<file path="src/sv/keystore_stream_parser_top_macros.svh">
// Assertion macros for the key-store stream parser.
// Included by the top level; the bodies compile away when SYNTHESIS is set.
`ifndef KEYSTORE_STREAM_PARSER_TOP_MACROS_SVH
`define KEYSTORE_STREAM_PARSER_TOP_MACROS_SVH

`ifndef SYNTHESIS

// Same-cycle implication, sampled on clk_i, off while rst_ni is low.
`define KSP_ASSERT_IMP(lbl, ante, cons, msg) \
  lbl: assert property (@(posedge clk_i) disable iff (!rst_ni) (ante) |-> (cons)) \
    else $error(msg);

// Next-cycle implication, sampled on clk_i, off while rst_ni is low.
`define KSP_ASSERT_NXT(lbl, ante, cons, msg) \
  lbl: assert property (@(posedge clk_i) disable iff (!rst_ni) (ante) |=> (cons)) \
    else $error(msg);

`else

`define KSP_ASSERT_IMP(lbl, ante, cons, msg)
`define KSP_ASSERT_NXT(lbl, ante, cons, msg)

`endif

`endif

</file>
<file path="src/sv/ksp_pkg.sv">
// Shared types, constants and helper functions of the key-store stream parser.
// No dependencies; imported by every module of the block.
package ksp_pkg;

  localparam int LENGTH_BITS     = 25;
  localparam int SIGNATURE_BYTES = 20;
  localparam int HDR_BYTES       = 12;
  localparam int ENTRY_BYTES     = 24;
  localparam int CFG_W           = 26;
  localparam int OFF_W           = LENGTH_BITS;
  localparam int LEN_W           = (LENGTH_BITS + 1 > CFG_W) ? LENGTH_BITS + 1 : CFG_W;
  localparam int FIT_W           = ((OFF_W > 32) ? OFF_W : 32) + 1;
  localparam int MUL_W           = 32 + 5;
  localparam int ENT_W           = 21;

  localparam logic [31:0] MAGIC      = 32'hfeedfeed;
  localparam logic [31:0] VERSION    = 32'd2;
  localparam logic [31:0] TYPE_KEY   = 32'd1;
  localparam logic [31:0] TYPE_CERT  = 32'd2;

  // field sizes in bytes
  localparam logic [31:0] TYPE_LEN   = 32'd4;
  localparam logic [31:0] ALEN_LEN   = 32'd2;
  localparam logic [31:0] TIME_LEN   = 32'd8;
  localparam logic [31:0] KLEN_LEN   = 32'd4;
  localparam logic [31:0] COUNT_LEN  = 32'd4;
  localparam logic [31:0] TAG_LEN    = 32'd7;
  localparam logic [31:0] CLEN_LEN   = 32'd4;

  typedef enum logic [12:0] {
    PH_HDR   = 13'h0001,
    PH_TYPE  = 13'h0002,
    PH_ALEN  = 13'h0004,
    PH_ALIAS = 13'h0008,
    PH_TIME  = 13'h0010,
    PH_KLEN  = 13'h0020,
    PH_KEY   = 13'h0040,
    PH_COUNT = 13'h0080,
    PH_TAG   = 13'h0100,
    PH_CLEN  = 13'h0200,
    PH_CERT  = 13'h0400,
    PH_DONE  = 13'h0800,
    PH_ERR   = 13'h1000
  } ksp_phase_e;

  typedef enum logic [3:0] {
    CLS_HDR   = 4'd0,
    CLS_TYPE  = 4'd1,
    CLS_ALEN  = 4'd2,
    CLS_ALIAS = 4'd3,
    CLS_TIME  = 4'd4,
    CLS_KLEN  = 4'd5,
    CLS_KEY   = 4'd6,
    CLS_COUNT = 4'd7,
    CLS_TAG   = 4'd8,
    CLS_CLEN  = 4'd9,
    CLS_CERT  = 4'd10,
    CLS_SIG   = 4'd11,
    CLS_ERR   = 4'd12
  } ksp_class_e;

  typedef enum logic [3:0] {
    ST_BUSY        = 4'd0,
    ST_OK          = 4'd1,
    ST_TOO_SMALL   = 4'd2,
    ST_BAD_MAGIC   = 4'd3,
    ST_BAD_VERSION = 4'd4,
    ST_TOO_MANY    = 4'd5,
    ST_BAD_TYPE    = 4'd6,
    ST_BAD_TAG     = 4'd7,
    ST_UNEXP_END   = 4'd8,
    ST_TRAILING    = 4'd9
  } ksp_status_e;

  typedef struct packed {
    logic [LEN_W-1:0] eff_len;
    logic [LEN_W-1:0] data_end;
    logic             too_small;
  } ksp_cfg_t;

  typedef struct packed {
    logic [7:0]       out_byte;
    ksp_class_e       byte_class;
    logic             cert_first;
    logic             cert_last;
    logic [ENT_W-1:0] entry_number;
    ksp_status_e      parse_status;
  } ksp_result_t;

  function automatic ksp_class_e ksp_phase_class(input ksp_phase_e ph);
    ksp_class_e cls;
    unique case (ph)
      PH_HDR:   cls = CLS_HDR;
      PH_TYPE:  cls = CLS_TYPE;
      PH_ALEN:  cls = CLS_ALEN;
      PH_ALIAS: cls = CLS_ALIAS;
      PH_TIME:  cls = CLS_TIME;
      PH_KLEN:  cls = CLS_KLEN;
      PH_KEY:   cls = CLS_KEY;
      PH_COUNT: cls = CLS_COUNT;
      PH_TAG:   cls = CLS_TAG;
      PH_CLEN:  cls = CLS_CLEN;
      PH_CERT:  cls = CLS_CERT;
      PH_DONE:  cls = CLS_SIG;
      default:  cls = CLS_ERR;
    endcase
    return cls;
  endfunction

  // X.509 type tag: 16-bit length 5 followed by "X.509"
  function automatic logic [7:0] ksp_tag_byte(input logic [2:0] idx);
    logic [7:0] b;
    case (idx)
      3'd0:    b = 8'h00;
      3'd1:    b = 8'h05;
      3'd2:    b = 8'h58;
      3'd3:    b = 8'h2e;
      3'd4:    b = 8'h35;
      3'd5:    b = 8'h30;
      3'd6:    b = 8'h39;
      default: b = 8'h00;
    endcase
    return b;
  endfunction

endpackage

</file>
<file path="src/sv/ksp_cfg.sv">
// Length register of the key-store stream parser, with the derived limits.
// Depends on ksp_pkg.
module ksp_cfg
  import ksp_pkg::*;
(
  input  logic             clk_i,
  input  logic             rst_ni,
  input  logic             cfg_valid_i,
  output logic             cfg_ready_o,
  input  logic [CFG_W-1:0] content_length_i,
  output ksp_cfg_t         cfg_o
);

  ksp_cfg_t         cfg_d, cfg_q;
  logic [LEN_W-1:0] len_ext, len_lim, eff;

  assign cfg_ready_o = 1'b1;

  always_comb begin
    len_ext = LEN_W'(content_length_i);
    len_lim = LEN_W'(1) << LENGTH_BITS;
    // clamp to the addressable range
    eff     = (len_ext > len_lim) ? len_lim : len_ext;
    cfg_d.eff_len   = eff;
    cfg_d.data_end  = (eff < LEN_W'(SIGNATURE_BYTES)) ? '0 : eff - LEN_W'(SIGNATURE_BYTES);
    cfg_d.too_small = eff < LEN_W'(HDR_BYTES + SIGNATURE_BYTES);
  end

  always_ff @(posedge clk_i or negedge rst_ni) begin
    if (!rst_ni) begin
      cfg_q.eff_len   <= '0;
      cfg_q.data_end  <= '0;
      cfg_q.too_small <= 1'b1;
    end else if (cfg_valid_i) begin
      cfg_q <= cfg_d;
    end
  end

  assign cfg_o = cfg_q;

endmodule

</file>
<file path="src/sv/ksp_parser.sv">
// Phase machine and counters of the key-store stream parser: one byte per step.
// Depends on ksp_pkg; limits come from ksp_cfg.
module ksp_parser
  import ksp_pkg::*;
(
  input  logic        clk_i,
  input  logic        rst_ni,
  input  ksp_cfg_t    cfg_i,
  input  logic        step_i,
  input  logic [7:0]  data_byte_i,
  output ksp_result_t res_o
);

  ksp_phase_e       phase_d, phase_q;
  logic [OFF_W-1:0] off_d, off_q, noff;
  logic [31:0]      acc_d, acc_q, acc_sh;
  logic [31:0]      fbl_d, fbl_q, fbl_dec;
  logic [31:0]      total_d, total_q;
  logic [ENT_W-1:0] idx_d, idx_q, idx_inc;
  logic [31:0]      certs_d, certs_q, certs_dec;
  ksp_status_e      status_d, status_q;
  logic             key_d, key_q;

  logic             active, first, last;
  logic             do_enter, do_cert_done, do_finish, do_end, do_fail, load_cert_len;
  ksp_phase_e       enter_ph;
  logic [31:0]      enter_n;
  ksp_status_e      fail_code;
  logic [MUL_W-1:0] count_bytes;
  logic [FIT_W-1:0] fit_sum;

  assign active    = (phase_q != PH_DONE) && (phase_q != PH_ERR);
  assign noff      = (&off_q) ? off_q : off_q + OFF_W'(1);
  assign acc_sh    = {acc_q[23:0], data_byte_i};
  assign fbl_dec   = (fbl_q != '0) ? fbl_q - 32'd1 : '0;
  assign certs_dec = (certs_q != '0) ? certs_q - 32'd1 : '0;
  assign idx_inc   = idx_q + ENT_W'(1);
  assign count_bytes = MUL_W'(acc_sh) * MUL_W'(ENTRY_BYTES);

  always_comb begin
    phase_d  = phase_q;
    off_d    = off_q;
    acc_d    = acc_q;
    fbl_d    = fbl_q;
    total_d  = total_q;
    idx_d    = idx_q;
    certs_d  = certs_q;
    status_d = status_q;
    key_d    = key_q;
    first    = 1'b0;
    last     = 1'b0;
    do_enter      = 1'b0;
    do_cert_done  = 1'b0;
    do_finish     = 1'b0;
    do_end        = 1'b0;
    do_fail       = 1'b0;
    load_cert_len = 1'b0;
    enter_ph      = PH_TYPE;
    enter_n       = '0;
    fail_code     = ST_BUSY;
    fit_sum       = '0;

    if (step_i && active) begin
      off_d = noff;
      if (phase_q != PH_CERT) begin
        acc_d = acc_sh;
      end

      unique case (phase_q)
        PH_HDR: begin
          if ((off_q == '0) && cfg_i.too_small) begin
            do_fail = 1'b1; fail_code = ST_TOO_SMALL;
          end else if ((off_q == OFF_W'(3)) && (acc_sh != MAGIC)) begin
            do_fail = 1'b1; fail_code = ST_BAD_MAGIC;
          end else if ((off_q == OFF_W'(7)) && (acc_sh != VERSION)) begin
            do_fail = 1'b1; fail_code = ST_BAD_VERSION;
          end else if (off_q >= OFF_W'(HDR_BYTES - 1)) begin
            if (count_bytes > MUL_W'(cfg_i.eff_len)) begin
              do_fail = 1'b1; fail_code = ST_TOO_MANY;
            end else begin
              total_d = acc_sh;
              if (acc_sh == '0) begin
                do_end = 1'b1;
              end else begin
                do_enter = 1'b1; enter_ph = PH_TYPE; enter_n = TYPE_LEN;
              end
            end
          end
        end
        PH_TAG: begin
          if (data_byte_i != ksp_tag_byte(3'(3'd7 - fbl_q[2:0]))) begin
            do_fail = 1'b1; fail_code = ST_BAD_TAG;
          end else begin
            fbl_d = fbl_dec;
            if (fbl_dec == '0) begin
              do_enter = 1'b1; enter_ph = PH_CLEN; enter_n = CLEN_LEN;
            end
          end
        end
        default: begin
          fbl_d = fbl_dec;
          if (phase_q == PH_CERT) begin
            first = (fbl_q == acc_q);
            last  = (fbl_q <= 32'd1);
          end
          if (fbl_dec == '0) begin
            unique case (phase_q)
              PH_TYPE: begin
                if ((acc_sh == TYPE_KEY) || (acc_sh == TYPE_CERT)) begin
                  key_d    = (acc_sh == TYPE_KEY);
                  do_enter = 1'b1; enter_ph = PH_ALEN; enter_n = ALEN_LEN;
                end else begin
                  do_fail = 1'b1; fail_code = ST_BAD_TYPE;
                end
              end
              PH_ALEN: begin
                do_enter = 1'b1;
                if (acc_sh[15:0] != '0) begin
                  enter_ph = PH_ALIAS; enter_n = 32'(acc_sh[15:0]);
                end else begin
                  enter_ph = PH_TIME; enter_n = TIME_LEN;
                end
              end
              PH_ALIAS: begin
                do_enter = 1'b1; enter_ph = PH_TIME; enter_n = TIME_LEN;
              end
              PH_TIME: begin
                do_enter = 1'b1;
                if (key_q) begin
                  enter_ph = PH_KLEN; enter_n = KLEN_LEN;
                end else begin
                  certs_d  = 32'd1;
                  enter_ph = PH_TAG; enter_n = TAG_LEN;
                end
              end
              PH_KLEN: begin
                do_enter = 1'b1;
                if (acc_sh != '0) begin
                  enter_ph = PH_KEY; enter_n = acc_sh;
                end else begin
                  enter_ph = PH_COUNT; enter_n = COUNT_LEN;
                end
              end
              PH_KEY: begin
                do_enter = 1'b1; enter_ph = PH_COUNT; enter_n = COUNT_LEN;
              end
              PH_COUNT: begin
                certs_d = acc_sh;
                if (acc_sh != '0) begin
                  do_enter = 1'b1; enter_ph = PH_TAG; enter_n = TAG_LEN;
                end else begin
                  do_finish = 1'b1;
                end
              end
              PH_CLEN: begin
                if (acc_sh != '0) begin
                  do_enter = 1'b1; enter_ph = PH_CERT; enter_n = acc_sh;
                  load_cert_len = 1'b1;
                end else begin
                  do_cert_done = 1'b1;
                end
              end
              PH_CERT: do_cert_done = 1'b1;
              default: ;
            endcase
          end
        end
      endcase

      // one certificate finished: next tag or end of entry
      if (do_cert_done) begin
        certs_d = certs_dec;
        if (certs_dec != '0) begin
          do_enter = 1'b1; enter_ph = PH_TAG; enter_n = TAG_LEN;
        end else begin
          do_finish = 1'b1;
        end
      end

      if (do_finish) begin
        idx_d = idx_inc;
        if (32'(idx_inc) >= total_q) begin
          do_end = 1'b1;
        end else begin
          do_enter = 1'b1; enter_ph = PH_TYPE; enter_n = TYPE_LEN;
        end
      end

      // open the next field; it must end before the signature
      if (do_enter) begin
        phase_d = enter_ph;
        fbl_d   = enter_n;
        acc_d   = load_cert_len ? acc_sh : '0;
        fit_sum = FIT_W'(noff) + FIT_W'(enter_n);
        if (fit_sum > FIT_W'(cfg_i.data_end)) begin
          do_fail = 1'b1; fail_code = ST_UNEXP_END;
        end
      end

      if (do_end) begin
        if (LEN_W'(noff) == cfg_i.data_end) begin
          phase_d  = PH_DONE;
          status_d = ST_OK;
        end else begin
          do_fail = 1'b1; fail_code = ST_TRAILING;
        end
      end

      if (do_fail) begin
        phase_d  = PH_ERR;
        status_d = fail_code;
      end
    end
  end

  always_ff @(posedge clk_i or negedge rst_ni) begin
    if (!rst_ni) begin
      phase_q  <= PH_HDR;
      off_q    <= '0;
      acc_q    <= '0;
      fbl_q    <= '0;
      total_q  <= '0;
      idx_q    <= '0;
      certs_q  <= '0;
      status_q <= ST_BUSY;
      key_q    <= 1'b0;
    end else begin
      phase_q  <= phase_d;
      off_q    <= off_d;
      acc_q    <= acc_d;
      fbl_q    <= fbl_d;
      total_q  <= total_d;
      idx_q    <= idx_d;
      certs_q  <= certs_d;
      status_q <= status_d;
      key_q    <= key_d;
    end
  end

  always_comb begin
    res_o.out_byte     = data_byte_i;
    res_o.byte_class   = ksp_phase_class(phase_q);
    res_o.cert_first   = first;
    res_o.cert_last    = last;
    res_o.entry_number = idx_q;
    res_o.parse_status = status_d;
  end

endmodule

</file>
<file path="src/sv/keystore_stream_parser_top.sv">
// Key-store stream parser: takes a version-2 key-store file one byte per request and
// returns one result per byte (the byte, its field class, certificate first/last marks,
// entry number and the sticky parse status). Throughput is one byte per clock while the
// output is not stalled. The byte waits in the input register and the single parse step
// loads the result register from it; a stalled output holds the input register and then
// the input channel. The user must write content_length through the configuration
// channel only while no byte is in flight; the block itself does not enforce this.
// Depends on ksp_pkg, ksp_cfg, ksp_parser and keystore_stream_parser_top_macros.svh.
`include "keystore_stream_parser_top_macros.svh"

module keystore_stream_parser_top
  import ksp_pkg::*;
(
  input  logic             clk_i,
  input  logic             rst_ni,
  input  logic             cfg_valid_i,
  output logic             cfg_ready_o,
  input  logic [CFG_W-1:0] content_length_i,
  input  logic             in_valid_i,
  output logic             in_ready_o,
  input  logic [7:0]       data_byte_i,
  output logic             out_valid_o,
  input  logic             out_ready_i,
  output logic [7:0]       out_byte_o,
  output logic [3:0]       byte_class_o,
  output logic             cert_first_o,
  output logic             cert_last_o,
  output logic [ENT_W-1:0] entry_number_o,
  output logic [3:0]       parse_status_o
);

  ksp_cfg_t    cfg;
  ksp_result_t res_d, res_q;
  logic        in_valid_d, in_valid_q;
  logic [7:0]  byte_q;
  logic        out_valid_d, out_valid_q;
  logic        adv;

  ksp_cfg u_cfg (
    .clk_i            (clk_i),
    .rst_ni           (rst_ni),
    .cfg_valid_i      (cfg_valid_i),
    .cfg_ready_o      (cfg_ready_o),
    .content_length_i (content_length_i),
    .cfg_o            (cfg)
  );

  // parse the held byte whenever the result register is free or being drained
  assign adv        = in_valid_q && (!out_valid_q || out_ready_i);
  assign in_ready_o = !in_valid_q || adv;

  ksp_parser u_parser (
    .clk_i       (clk_i),
    .rst_ni      (rst_ni),
    .cfg_i       (cfg),
    .step_i      (adv),
    .data_byte_i (byte_q),
    .res_o       (res_d)
  );

  always_comb begin
    in_valid_d = in_valid_q;
    if (in_valid_i && in_ready_o) begin
      in_valid_d = 1'b1;
    end else if (adv) begin
      in_valid_d = 1'b0;
    end
    out_valid_d = out_valid_q;
    if (adv) begin
      out_valid_d = 1'b1;
    end else if (out_ready_i) begin
      out_valid_d = 1'b0;
    end
  end

  always_ff @(posedge clk_i or negedge rst_ni) begin
    if (!rst_ni) begin
      in_valid_q  <= 1'b0;
      out_valid_q <= 1'b0;
    end else begin
      in_valid_q  <= in_valid_d;
      out_valid_q <= out_valid_d;
    end
  end

  always_ff @(posedge clk_i) begin
    if (in_valid_i && in_ready_o) begin
      byte_q <= data_byte_i;
    end
    if (adv) begin
      res_q <= res_d;
    end
  end

  assign out_valid_o    = out_valid_q;
  assign out_byte_o     = res_q.out_byte;
  assign byte_class_o   = res_q.byte_class;
  assign cert_first_o   = res_q.cert_first;
  assign cert_last_o    = res_q.cert_last;
  assign entry_number_o = res_q.entry_number;
  assign parse_status_o = res_q.parse_status;

  `KSP_ASSERT_IMP(a_cert_mark_class, out_valid_o && (cert_first_o || cert_last_o), byte_class_o == CLS_CERT, "certificate mark outside certificate data")
  `KSP_ASSERT_IMP(a_stall_cause, !in_ready_o, in_valid_q && out_valid_q && !out_ready_i, "input stalled without a full pipeline")
  `KSP_ASSERT_NXT(a_result_follows, adv, out_valid_o, "parsed request produced no result")

endmodule
</file>
<file path="config.mk">
export PLATFORM = sky130hd
export DESIGN_NAME = keystore_stream_parser_top
export DESIGN_NICKNAME = d
export VERILOG_FILES = /design/src/sv/ksp_pkg.sv /design/src/sv/ksp_cfg.sv /design/src/sv/ksp_parser.sv /design/src/sv/keystore_stream_parser_top.sv
export VERILOG_INCLUDE_DIRS = /design/src /design/src/sv
export SDC_FILE = /design/constraint.sdc
export NUM_CORES = 1
export LEC_CHECK = 0
export BUFFER_PORTS_ARGS = -buffer_cell sky130_fd_sc_hd__buf_2
export CORE_ASPECT_RATIO = 1.25
export CORE_UTILIZATION = 60
export CTS_CLUSTER_DIAMETER = 100
export DETAILED_ROUTE_END_ITERATION = 10
export GPL_TIMING_DRIVEN = 0
export HOLD_SLACK_MARGIN = 0.02
export PLACE_DENSITY = 0.8
export RECOVER_POWER = 25
export REMOVE_ABC_BUFFERS = 1
export SKIP_LAST_GASP = 1
export SLEW_MARGIN = 30
export SYNTH_ARGS = -nofsm -noshare
export SYNTH_HDL_FRONTEND = slang
export SYNTH_HIERARCHICAL = 1
export SYNTH_SLANG_ARGS = --single-unit
</file>
<file path="constraint.sdc">
create_clock -name clk_i -period 10 [get_ports clk_i]
set_clock_uncertainty 0.2 [all_clocks]
set_input_delay 0 -clock clk_i [delete_from_list [all_inputs] [get_ports clk_i]]
set_output_delay 0 -clock clk_i [all_outputs]
set_load 0.01 [all_outputs]
</file>
# Word level (Yosys, flattened, before mapping)
# Cells that the tools add are included.
dict set report totals {
  reg_bits 294
  latch_bits 0
  mem_bits_rw 0
  romBits 0
  in_bits 39
  out_inout_bits 42
  wordCells 255
  n_memories 0
}
dict set report classes {
  n_addsub 7
  mul 1
  n_div 0
  order_cmp 8
  eq_ne 34
  shifts 0
  n_mux 141
  bitwise_logic 7
  reduce_logical 36
}
# op count
set op_table {}
lappend op_table {{$mux 32} 25}
lappend op_table {{$pmux 32 s8} 1}
lappend op_table {{$pmux 32 s2} 3}
lappend op_table {{$mux 13} 10}
lappend op_table {{$reduce_bool 32->1} 4}
lappend op_table {{$pmux 13 s8} 1}
lappend op_table {{$logic_not 32->1} 2}
lappend op_table {{$sub 32x1->32 const B} 2}
lappend op_table {{$mux 1} 58}
lappend op_table {{$mux 4} 14}
lappend op_table {{$mux 26} 2}
lappend op_table {{$pmux 4 s12} 1}
lappend op_table {{$pmux 7 s6} 1}
lappend op_table {{$gt 37x26->1} 1}
lappend op_table {{$mul 32x2->34 const B} 1}
lappend op_table {{$add 25x32->33} 1}
lappend op_table {{$gt 33x26->1} 1}
lappend op_table {{$eq 32x1->1 const B} 1}
lappend op_table {{$eq 32x2->1 const B} 1}
lappend op_table {{$eq 32x32->1} 1}
lappend op_table {{$ge 21x32->1} 1}
lappend op_table {{$le 32x1->1 const B} 1}
lappend op_table {{$ne 32x2->1 const B} 1}
lappend op_table {{$ne 32x32->1 const B} 1}
lappend op_table {{61 further kinds} 99}

# Logic depth before layout (Yosys ltp)
dict set report logic_depth {
  ltp_word 22
  ltp_mapped 49
  mapped_depth_nobuf 48
}

# Hierarchy
# The synthesis kept the hierarchy.
# mod n_inst cells_per_inst area_each_um2 seq_area_each_um2
set modules_own_cells {}
lappend modules_own_cells {ksp_parser 1 2440 19065.8 4805.9}
lappend modules_own_cells {ksp_cfg 1 269 2687.6 1327.5}
lappend modules_own_cells {keystore_stream_parser_top 1 55 1515.2 1461.4}

# Worst setup path after synthesis
# Ideal clock, no wire load.
dict set report synth_path {
  path_type {flip-flop to flip-flop}
  start {reg byte_q[7]}
  end {reg u_parser.phase_q[6]}
  setup_ps 74
  t_arrival_ps 8849
  required_time_ps 9726
  slack_ps 877
  path_stages_with_launch 47
  n_path_buf 0
  synth_period_minus_slack_ps 9123
  cell_sequence {edfxtp_1 -> ha_1 -> a21oi_1 -> a21oi_1 -> nor3_1 -> o21ai_0 -> a31o_2 -> a21oi_1 -> nor2b_1 -> o21ai_0 -> nand2b_1 -> a21o_1 -> a21oi_1 -> xnor2_1 -> ha_1 -> a21oi_1 -> a21boi_0 -> a2111o_1 -> [... 11 more ...] -> a21o_1 -> and2_1 -> o21bai_1 -> a21oi_1 -> o21bai_1 -> a21oi_1 -> xnor2_1 -> ha_1 -> nand2_1 -> a21oi_1 -> a221o_1 -> a211oi_1 -> nor2_1 -> or4_1 -> a21oi_2 -> nand3_1 -> or3_4 -> o21ai_2}
}
dict set report synth_between {
  elab_chain_cells 21
  elab_cells_between_ends 101
  cone_classes {1 x add/sub; 1 x mul; 2 x order compare; 5 x eq/ne; 86 x mux; 6 x reduce/logical}
}
# item line
set synth_rtl {}
lappend synth_rtl {{start, declared} keystore_stream_parser_top.sv:35} ;# logic [7:0] byte_q;
lappend synth_rtl {{start signal, assigned} keystore_stream_parser_top.sv:88} ;# byte_q <= data_byte_i;
lappend synth_rtl {{$mul 32x2->34 / $logic_not 32->1 (equally long branches)} {ksp_parser.sv:38, ksp_parser.sv:82}}
lappend synth_rtl {{$gt 37x26->1 / $mux 3 (equally long branches)} {ksp_parser.sv:78, ksp_parser.sv:82}}
lappend synth_rtl {{$mux 32} ksp_parser.sv:78} ;# if (count_bytes > MUL_W'(cfg_i.eff_len)) begin
lappend synth_rtl {{$mux 32} ksp_parser.sv:77} ;# end else if (off_q >= OFF_W'(HDR_BYTES - 1)) begin
lappend synth_rtl {{$mux 32} ksp_parser.sv:75} ;# end else if ((off_q == OFF_W'(7)) && (acc_sh != VERSION)) begin
lappend synth_rtl {{$mux 32} ksp_parser.sv:73} ;# end else if ((off_q == OFF_W'(3)) && (acc_sh != MAGIC)) begin
lappend synth_rtl {{$mux 32} ksp_parser.sv:71} ;# if ((off_q == '0) && cfg_i.too_small) begin
lappend synth_rtl {{$pmux 32 s2} ksp_parser.sv:69} ;# unique case (phase_q)
lappend synth_rtl {{[... 5 more ...]} -}
lappend synth_rtl {{$add 25x32->33} ksp_parser.sv:194} ;# fit_sum = FIT_W'(noff) + FIT_W'(enter_n);
lappend synth_rtl {{$gt 33x26->1} ksp_parser.sv:195} ;# if (fit_sum > FIT_W'(cfg_i.data_end)) begin
lappend synth_rtl {{$mux 1} ksp_parser.sv:195}
lappend synth_rtl {{$mux 1} ksp_parser.sv:190} ;# if (do_enter) begin
lappend synth_rtl {{$mux 1} ksp_parser.sv:201} ;# if (LEN_W'(noff) == cfg_i.data_end) begin
lappend synth_rtl {{$mux 1} ksp_parser.sv:200} ;# if (do_end) begin
lappend synth_rtl {{$mux 1} ksp_parser.sv:63} ;# if (step_i && active) begin
lappend synth_rtl {{$mux 13 (*)} ksp_parser.sv:209} ;# if (do_fail) begin
lappend synth_rtl {{end signal, assigned} ksp_parser.sv:228} ;# phase_q <= phase_d;
lappend synth_rtl {{end, declared} ksp_parser.sv:14} ;# ksp_phase_e phase_d, phase_q;
# Mark *: on every way between the ends. The rest lies on a longest branch, timed or not. The select of a mux whose other input is x is not followed.
# A chain may end at the register's enable or synchronous reset.

# Worst setup path after layout
dict set report layout_path {
  start {reg u_parser.acc_q[8]}
  end {reg u_parser.phase_q[6]}
}
dict set report layout_between {
  elab_chain_cells 21
  elab_cells_between_ends 94
  cone_classes {1 x add/sub; 1 x mul; 2 x order compare; 4 x eq/ne; 81 x mux; 5 x reduce/logical}
}
# item line
set layout_rtl {}
lappend layout_rtl {{start, declared} ksp_parser.sv:16} ;# logic [31:0] acc_d, acc_q, acc_sh;
lappend layout_rtl {{start signal, assigned} ksp_parser.sv:220} ;# acc_q <= '0;
lappend layout_rtl {{start signal, assigned} ksp_parser.sv:230} ;# acc_q <= acc_d;
lappend layout_rtl {{$mul 32x2->34 / $logic_not 32->1 (equally long branches)} {ksp_parser.sv:38, ksp_parser.sv:82}}
lappend layout_rtl {{$gt 37x26->1 / $mux 3 (equally long branches)} {ksp_parser.sv:78, ksp_parser.sv:82}}
lappend layout_rtl {{$mux 32} ksp_parser.sv:78}
lappend layout_rtl {{$mux 32} ksp_parser.sv:77}
lappend layout_rtl {{$mux 32} ksp_parser.sv:75}
lappend layout_rtl {{$mux 32} ksp_parser.sv:73}
lappend layout_rtl {{$mux 32} ksp_parser.sv:71}
lappend layout_rtl {{$pmux 32 s2} ksp_parser.sv:69}
lappend layout_rtl {{[... 5 more ...]} -}
lappend layout_rtl {{$add 25x32->33} ksp_parser.sv:194}
lappend layout_rtl {{$gt 33x26->1} ksp_parser.sv:195}
lappend layout_rtl {{$mux 1} ksp_parser.sv:195}
lappend layout_rtl {{$mux 1} ksp_parser.sv:190}
lappend layout_rtl {{$mux 1} ksp_parser.sv:201}
lappend layout_rtl {{$mux 1} ksp_parser.sv:200}
lappend layout_rtl {{$mux 1} ksp_parser.sv:63}
lappend layout_rtl {{$mux 13 (*)} ksp_parser.sv:209}
# Marks and branches as above.

==> metrics.txt <==
Synth Flop Type dfrtp_1; # diodes 0; failing checks capacitance limit, slew limit; top cell type by total area after synthesis dfrtp_1; outcome complete, but fails checks; Synth Warn # 6; Final period util 99.2%; leakage power 11.3 nW; router iterations before antenna repair 6; largest net degree at the start of global routing 89; clk root buf clkbuf_16; fin crit period 9.92 ns; setup violators final 0; clk sinks around 300; crit path DAT 10.21 ns; Die Y 222 µm; port bufs 79; Worst VDD drop roughly 0.00014 V; GRT overflow 0; Slew Limit Fails 125; crit-path max FO 9; Yosys reg bits approximately 290; Hold Vio Cnt, Final 0; GRT met2 Usage around 65%; crit start category flip-flop; post-synthesis cell area 23300 µm²; final cell count without fillers 3370; max-cap check violation count 2; fin nets about 3100; fill count 3028; CP Data Required Time 10.29 ns; P_int 2.57 mW; initial core utilization 60.9%; switch share 38.5%; grt met1 use 45.7%; Total Power 4.18 mW; via count roughly 22000; delay of the slowest cell on the worst path 0.57 ns; Mapped Cells 2764; Slew HR -224%; Power Density 158 nW/µm²; die area roughly 40000 µm²; Residual DRC 0; htree depth 2; Fmax 101 MHz; Comb power frac 32.7%; Syn-to-layout area delta 13.9%; leading post-synthesis cells by cell area dfrtp_1 26%, ha_1 8.7%, edfxtp_1 6.1%, xnor2_1 4.6%, o21ai_0 4.4%; synth unique cells 111; setup repair after global routing missed its margin yes; Async S/R FF share, synth 84.0%; Routed Antenna Nets 0; WL final roughly 79 mm; pin slew with the least headroom to its limit 4.85 ns; 1st-iter DRT viols 2151; global-route wire length before repair 122 mm; Clock Latency Late Sink 0.57 ns; CP max-delay cell dfrtp_2; Setup CP Type reg -> reg; mean routed wirelength per cell ~23 µm; GRT busiest layer met2; vias in the first global route between 20000 and 25000; Hold Path Class in -> reg; syn avg cell area 8.42 µm²; Num CTS Buffers 34; Post-synth EDFFs between 40 and 50; sw power 1.61 mW; Total Routing Usage GR 39.7%; initial antenna violation count 0; setup TNS 0 ns; vias per std cell between 6 and 7; die width 178 µm; core area around 38000 µm²; Reg power frac 37.1%; Placed Instances 3187; GRT met3 Usage slightly above 8%; Clock transition at path regs 0.06 ns; dpl hpwl 55.4 mm; layout cells sized above 1 12.7%; Row Count 80; CTS tree yes; CTS Buffer Depth 3; register area share after synthesis 32.6%; Clk network pwr share a little under a third; IO Pins 81; Crit. End Element flip-flop; routability congestion estimate approximately 1.0; top cell type's share of synthesized area around a quarter
-- worst max-delay path, delay by kind of cell, from the launching register on --
| family | cells | cell delay, ns |
|---|---|---|
| AO/OA/AOI/OAI | 18 | 4.29 |
| XOR/XNOR | 2 | 0.37 |
| adder cells (fa/ha/maj) | 4 | 1.19 |
| buffers and inverters | 1 | 0.17 |
| flip-flops | 1 | 0.57 |
| AND/OR/NAND/NOR | 13 | 3.04 |
-- power by group through the flow --
stage	clock (mW)	sequential [mW]	combinational, mW
global route	1.32	1.56	1.49
finish	1.26	1.55	1.37
detailed placement	0	1.58	1.18
global placement	0	1.58	1.13
CTS	1.27	1.54	1.27
floorplan	0	1.47	0.844
-- placed cells by master, fill, tap and decap left out, drive strengths merged, types with 26 or more instances in the layout --
master,instances
o21ai,238
edfxtp,47
nor4,83
nand3,59
nand2b,31
nor2,199
dfrtp,245
or4,26
ha,161
clkbuf,84
nand4,63
inv,176
xor2,98
nor3,105
xnor2,123
nand2,264
dlygate4sd3,61
and3,36
and2,35
o2bb2ai,32
buf,110
a21oi,145
a211oi,31
-- final timing paths --
| kind | start | endpoint | slack [ns] | cells past startpoint |
|---|---|---|---|---|
| worst min-delay path | content_length_i[0] | u_cfg/cfg_o[1]$_DFFE_PN0P_ | 0.04 | 3 |
| worst max register to register | u_parser/acc_q[8]$_DFFE_PN0P_ | u_parser/phase_q[6]$_DFFE_PN0P_ | 0.08 | 38 |
| worst max-delay path | u_parser/acc_q[8]$_DFFE_PN0P_ | u_parser/phase_q[6]$_DFFE_PN0P_ | 0.08 | 38 |
| max in group asynchronous | rst_ni | u_parser/idx_q[18]$_DFFE_PN0P_ | 4.52 | 4 |
| worst min register to register | u_cfg/cfg_o[48]$_DFFE_PN0P_ | u_cfg/cfg_o[48]$_DFFE_PN0P_ | 0.29 | 1 |
| min in group asynchronous | rst_ni | u_parser/off_q[15]$_DFFE_PN0P_ | 2.35 | 4 |
-- layer usage --
| metal | wire length [µm] | vias up |
|---|---|---|
| met5 | 0 | - |
| met4 | 6560 | 0 |
| met3 | 6140 | 380 |
| met2 | 37800 | 1177 |
| met1 | 28600 | 10700 |
| li1 | - | 10200 |
-- sequential cells by signal, summed over array words and instances (netlist names), 4 cells and up --
signal             count
out_byte_o             8
u_parser/acc_q        32
u_parser/phase_q      13
u_parser/status_q      4
u_parser/fbl_q        32
entry_number_o        21
byte_class_o           4
u_parser/off_q        25
byte_q                 8
u_parser/idx_q        21
u_parser/certs_q      32
u_parser/total_q      32
u_cfg/cfg_o           53
parse_status_o         4
-- kinds of logic after synthesis --
kind of cell | after synthesis | share of synthesized area [%]
AOI/OAI and AO/OA | 706 | 20.0
xor gates and xnor gates | 221 | 8.32
adders and majority gates | 163 | 8.83
buffers and inverters | 333 | 5.82
DFF | 294 | 32.6
muxes | 30 | 1.39
other | 1 | 0.0161
and+or+nand+nor | 1016 | 23.0
-- layout make-up --
type / instances / area (µm²) / area share, %
multi-input cells: 2137 / 14900 / 56.2
flip-flops and latches: 294 / 7610 / 28.7
repair buffers: 214 / 1630 / 6.16
clock buffers: 42 / 901 / 3.40
inverters: 171 / 642 / 2.42
well taps: 492 / 616 / 2.32
clock inverters: 20 / 209 / 0.788
-- through the flow --
stage	util (%)	hold slack (ns)	instance area [µm²]	worst slack, ns
floorplan	-	-0.496	22600	0.858
CTS	68.2	0.0530	26100	0.0136
global placement	61.6	-0.0216	23600	-1.36
global route	69.3	0.0506	26500	-0.206
detailed placement	62.6	-0.172	23900	-1.64
finish	69.3	0.0429	26500	0.0788
-- timing repair --
item | 4_1_cts | 5_1_grt
gates cloned | 0 | 0
pin swaps | 12 | 41
resized for setup | 43 | 82
endpoints found under the setup margin | 19 | 19
hold buffers | 61 | 0
buffers inserted | 36 | 24
hold endpoints to repair | 317 | 0
-- synth_stat cells (all sizes together), types with 18 or more instances --
master   instances
clkbuf         114
xnor2          123
and2            35
nor2           199
dfrtp          245
nand4           63
or3             18
o21ai          238
nor3           105
edfxtp          47
a21oi          145
o31ai           18
inv            171
ha             161
a31oi           19
nand2          264
a21o            24
and3            36
nand2b          31
o21a            21
o2bb2ai         32
nor4            83
mux2            19
a211oi          31
xor2            98
or4             26
nand3           59
buf             48
Note: power is estimated with default switching activity, not from simulation.
